--- src/design/eis_pkg.sv ---
`timescale 1ns / 1ps
package eis_pkg;

  // Number of cells in the chain, one value per cell
  localparam int CAPACITY = 64;
  // Count width holds 0..CAPACITY
  localparam int CNT_W = $clog2(CAPACITY + 1);
  localparam int DATA_W = 32;

  // Broadcast control to every cell of the chain
  typedef struct packed {
    logic                     ins;
    logic                     shift;
    logic signed [DATA_W-1:0] din;
  } cell_ctrl_t;

endpackage

--- src/design/eis_cell.sv ---
`timescale 1ns / 1ps
module eis_cell (
  input  logic                             clk,
  input  eis_pkg::cell_ctrl_t              ctrl,
  input  logic                             occupied,
  input  logic                             left_gt,
  input  logic signed [eis_pkg::DATA_W-1:0] left_val,
  input  logic signed [eis_pkg::DATA_W-1:0] right_val,
  output logic                             gt,
  output logic signed [eis_pkg::DATA_W-1:0] val
);
  import eis_pkg::*;

  // An empty cell acts as +infinity; equal values stay put to keep the sort stable
  assign gt = !occupied || (val > ctrl.din);

  // Insert: make room by taking the left value, or take the new value at the boundary.
  // Drain: take the right neighbor's value.
  always_ff @(posedge clk) begin
    if (ctrl.ins) begin
      if (gt) begin
        val <= left_gt ? left_val : ctrl.din;
      end
    end else if (ctrl.shift) begin
      val <= right_val;
    end
  end

endmodule

--- config.mk ---
export PLATFORM = sky130hd
export DESIGN_NAME = eis_cell
export DESIGN_NICKNAME = d
export VERILOG_FILES = /design/src/design/eis_pkg.sv /design/src/design/eis_cell.sv
export SDC_FILE = /design/constraint.sdc
export NUM_CORES = 1
export LEC_CHECK = 0
export BUFFER_PORTS_ARGS = -buffer_cell sky130_fd_sc_hd__buf_2
export CAP_MARGIN = 5
export CORE_ASPECT_RATIO = 1.5
export CORE_MARGIN = 2
export CORE_UTILIZATION = 23
export CTS_CLUSTER_DIAMETER = 200
export DETAILED_ROUTE_END_ITERATION = 16
export REMOVE_ABC_BUFFERS = 1
export SETUP_SLACK_MARGIN = 0.5
export SYNTH_ARGS = -nofsm -noshare
export SYNTH_HDL_FRONTEND = slang
export SYNTH_SLANG_ARGS = --single-unit
--- constraint.sdc ---
create_clock -name clk -period 4.2 [get_ports clk]
set_input_delay 0.63 -clock clk [delete_from_list [all_inputs] [get_ports clk]]
set_output_delay 0.63 -clock clk [all_outputs]
set_load 0.005 [all_outputs]
## Word level (Yosys, flattened, before mapping)

Index checks and enable logic that the tools add are counted.

| storage, ports and cells | value |
|---|---|
| bits in writable memories | 0 |
| ROM bits | 0 |
| word-level logic and storage cells | 11 |
| latch bits | 0 |
| flip-flop bits (word level) | 32 |
| memories kept | 0 |
| input bits | 101 |
| output and inout port bits | 33 |

| cells by class | value |
|---|---|
| order comparisons | 1 |
| multiply operators | 0 |
| equal/unequal tests | 1 |
| $add $sub $neg | 0 |
| shifts and indexed selects | 0 |
| mux-type cells | 4 |
| reductions and logical operators | 4 |
| div/mod/pow operators | 0 |
| bitwise gates (word level) | 0 |

Operators with widths:

| operator | count |
|---|---|
| $mux 32 | 4 |
| $gt 32x32->1 | 1 |
| $ne 2x1->1 const B | 1 |
| $reduce_and 2->1 | 1 |
| $reduce_bool 2->1 | 1 |
| $logic_not 1->1 | 1 |
| $logic_or 1x1->1 | 1 |

## Depth between registers and ports, before layout

| logic depth | value |
|---|---|
| depth after elaboration | 4 |
| depth in mapped cells | 8 |
| mapped depth without buffers | 8 |

## Least setup slack after synthesis

Ideal clock, no wire load.

| timing | value |
|---|---|
| kind | input-to-reg |
| start | input port ctrl[31] in the netlist's numbering |
| end | register val[0] in the netlist's numbering, enable pin |
| required time | 3.759 ns |
| library setup time | 0.441 ns |
| data arrival time | 3.495 ns |
| cell stages on the path | 8 |
| path buffers | 0 |
| path slack | 0.264 ns |
| path through | inv_1 > ha_1 > nand4_2 > nor4_2 > nand4_1 > a31oi_1 > o221ai_1 > a31oi_1 |

| on the way | value |
|---|---|
| longest elaborated chain between the ends | 4 |

Ends and longest elaborated chain:

| element | RTL line | RTL |
|---|---|---|
| start: declaration | eis_cell.sv:4 | `input eis_pkg::cell_ctrl_t ctrl,` |
| $gt 32x32->1 | eis_cell.sv:15 | `assign gt = !occupied \|\| (val > ctrl.din);` |
| $logic_or 1x1->1 | eis_cell.sv:15 |  |
| $ne 2x1->1 (no line) | -- |  |
| $reduce_and 2->1 (no line) | -- |  |
| end signal: assignment | eis_cell.sv:22 | `val <= left_gt ? left_val : ctrl.din;` |
| end signal: assignment | eis_cell.sv:25 | `val <= right_val;` |
| end: declaration | eis_cell.sv:10 | `output logic signed [eis_pkg::DATA_W-1:0] val` |

No other way between the ends.
A chain may end at the register's enable or synchronous reset.

## Worst setup path after layout

| timing | value |
|---|---|
| start | input port ctrl[31] in the netlist's numbering |
| end | output port gt |

| on the way | value |
|---|---|
| longest elaborated chain between the ends | 2 |

Ends and longest elaborated chain:

| element | RTL line | RTL |
|---|---|---|
| $gt 32x32->1 | eis_cell.sv:15 |  |
| $logic_or 1x1->1 | eis_cell.sv:15 |  |
| end: declaration | eis_cell.sv:9 | `output logic gt,` |

No other way between the ends.

==> reports/qor.csv <==
metric;value;unit
status;finished, final reports clean;
fin_skew;0.00504;ns
tns;0;ns
multiInputGateArea;1350;µm²
p_leak;0.00176;µW
period_minus_slack;3.23;ns
hold_violations;0;
num_antenna_cells;0;
die_w;88.4;µm
drtIter0Drc;56;
synthAdderAreaFrac;0.163;
layout-drive-gt1-share;0.376;
cp.arrival;2.60;ns
cts_max_path_buffers;2;
hp-class;in -> reg;
post_drt_via_cell_ratio;4.26;
max_stage_delay;0.42;ns
cp-end-kind;output pin;
worst_slack;0.968;ns
setup_viol;0;
final_core_util;0.331;
stdcell_area;3470;µm²
p_switching;292;µW
intPower;807;µW
core_area;10500;µm²
vias;2265;
clockPowerShare;0.370;
cts_setup_buffers;0;
cts-resized-gates;0;
nFillCells;1142;
overflow;0;
drt_pass1_iterations;4;
avgSynthCellArea;9.61;µm²
synthMuxAreaShare;0.130;
path_class;in -> out;
cts.sinks;32;
drv_cap;0;
place_area;3300;µm²
htree_levels;2;
start_util;0.235;
tightest_slew;0.995;ns
drv_slew;0;
grt_pass1_vias;2203;
slew_headroom;0.337;
path_common_cell;buf_2;
fp.dieArea;11600;µm²
pre_cts_slack;0.636;ns
cp_max_fo;3;
p_sw_frac;0.265;
grt_max_degree;48;
rsz0062_at_grt;false;
rows;46;
syn_area;2460;µm²
drtAntennaViolNets;0;
crit_chain;buf_2 > inv_1 > ha_1 > nand4_2 > nor4_2 > nand4_1 > a31oi_1 > o221ai_1 > nand2_1 > buf_2;
holdBufCountCts;0;
synth-seq-cells;32;
drc_errors;0;
clock_latency;0.28;ns
die_height;131;µm
p_per_area;317;nW/µm²
power_frac_seq;0.378;
cts-root-buf;clkbuf_16;
area_delta_synth_final;40.9;%
final_common_cell;buf_2;
dp_hpwl;5490;µm
port_buffers;133;
crit_required;3.57;ns
syn_inst;256;
ys_seq_area_frac;0.391;
cts_tree;built;
synth_top_family_by_area;adder cells;
fin_crit_sh;0.770;
io_pins;134;
wl;6620;µm
track_usage;0.114;
worstSetupStartpointType;input pin;
ir_drop;0.126;mV
top_regs;val (32);
grt_pass1_wl;9980;µm
largest_reg_flops;32;
yosysWarnings;0;
timing.hold.ws;0.669;ns
synthSimpleGateAreaFrac;0.116;
synth.distinct_cells;27;
nets;520;
yosys.area.top_type_share;0.391;
synth_top_area_cell;edfxtp_1;
gp_congestion;0.777;
synth_compound_area_frac;0.132;
combinationalPowerShare;0.252;
cts_buffers;5;
antenna_found_initial;1;
seqCellArea;961;µm²
avgRoutedWirePerCell;12.4;µm
top_register;val;
yosys.area_share.xor_xnor;0;
mostFrequentLayoutCells;133 x buf_2, 42 x a21oi_1, 36 x nor2_1;
synth_area_leaders;edfxtp_1 39%, ha_1 16%, mux2i_1 13%, a21oi_1 8.5%, nor2_1 5.5%;
clk_pin_slew_worst_paths;0.05;ns
cp_slowest_cell;nor4_2;
clock.fmax;309;MHz
[layout make-up]
type / instances / share of cell area
multi-input combinational: 180 / 0.388
sequential: 32 / 0.277
timing repair buffer: 135 / 0.200
tap: 144 / 0.0520
clock buffer: 5 / 0.0361
inverter: 33 / 0.0357
clock inverter: 3 / 0.0108
[critical path: cells and delay by family]
family          cells  cell delay, ns
compound gates      2            0.48
simple gates        4            0.91
buf+inv             3            0.25
fa+ha+maj           1            0.32
[per-stage QoR]
| step | cells | total power, µW |
|---|---|---|
| CTS | 532 | 1120 |
| detailed placement | 524 | 706 |
| floorplan | 245 | 559 |
| finish | 532 | 1100 |
| global route | 532 | 1170 |
| global placement | 524 | 701 |
[power groups by stage]
stage          combinational (µW)  clock (µW)  sequential, µW
3_3_place_gp                  279           0             421
5_1_grt                       317         435             419
6_report                      276         406             416
3_5_place_dp                  283           0             422
2_1_floorplan                 134           0             425
4_1_cts                       285         423             416
[path summary, 6_finish.rpt]
check                    start  endpoint  slack, ns  cells after the start
setup / recovery      ctrl[31]        gt       0.97                     10
hold / removal    right_val[8]    val[8]       0.67                      3
setup reg to reg       val[31]    val[5]       1.07                      8
hold reg to reg        val[31]    val[0]       1.34                      4
[synth_stat cells, drive strengths merged]
| cell | instances |
|---|---|
| edfxtp | 32 |
| nand2 | 9 |
| ha | 32 |
| a31oi | 2 |
| nand4 | 5 |
| nand2b | 2 |
| a21o | 5 |
| a221o | 1 |
| buf | 3 |
| o21ai | 4 |
| nor2 | 36 |
| nor4 | 2 |
| and2 | 1 |
| clkinv | 1 |
| or2b | 1 |
| mux2i | 32 |
| inv | 32 |
| o211ai | 1 |
| nand3b | 1 |
| a21oi | 42 |
| nand3 | 1 |
| a221oi | 2 |
| clkbuf | 8 |
| o221ai | 1 |
[per-layer routing]
| metal | vias up | global-route usage | wire length (µm) |
|---|---|---|---|
| li1 | 1177 | - | - |
| met1 | 989 | 0.126 | 2640 |
| met2 | 90 | 0.205 | 3390 |
| met3 | 7 | 0.0358 | 485 |
| met4 | 2 | 0.0348 | 91 |
| met5 | - | 0 | 13 |
[logic make-up after synthesis]
group,count (synthesis)
simple gates,58
buf+inv,44
mux,32
flops,32
fa+ha+maj,32
compound gates,58
(Power assumes the default switching activity.)
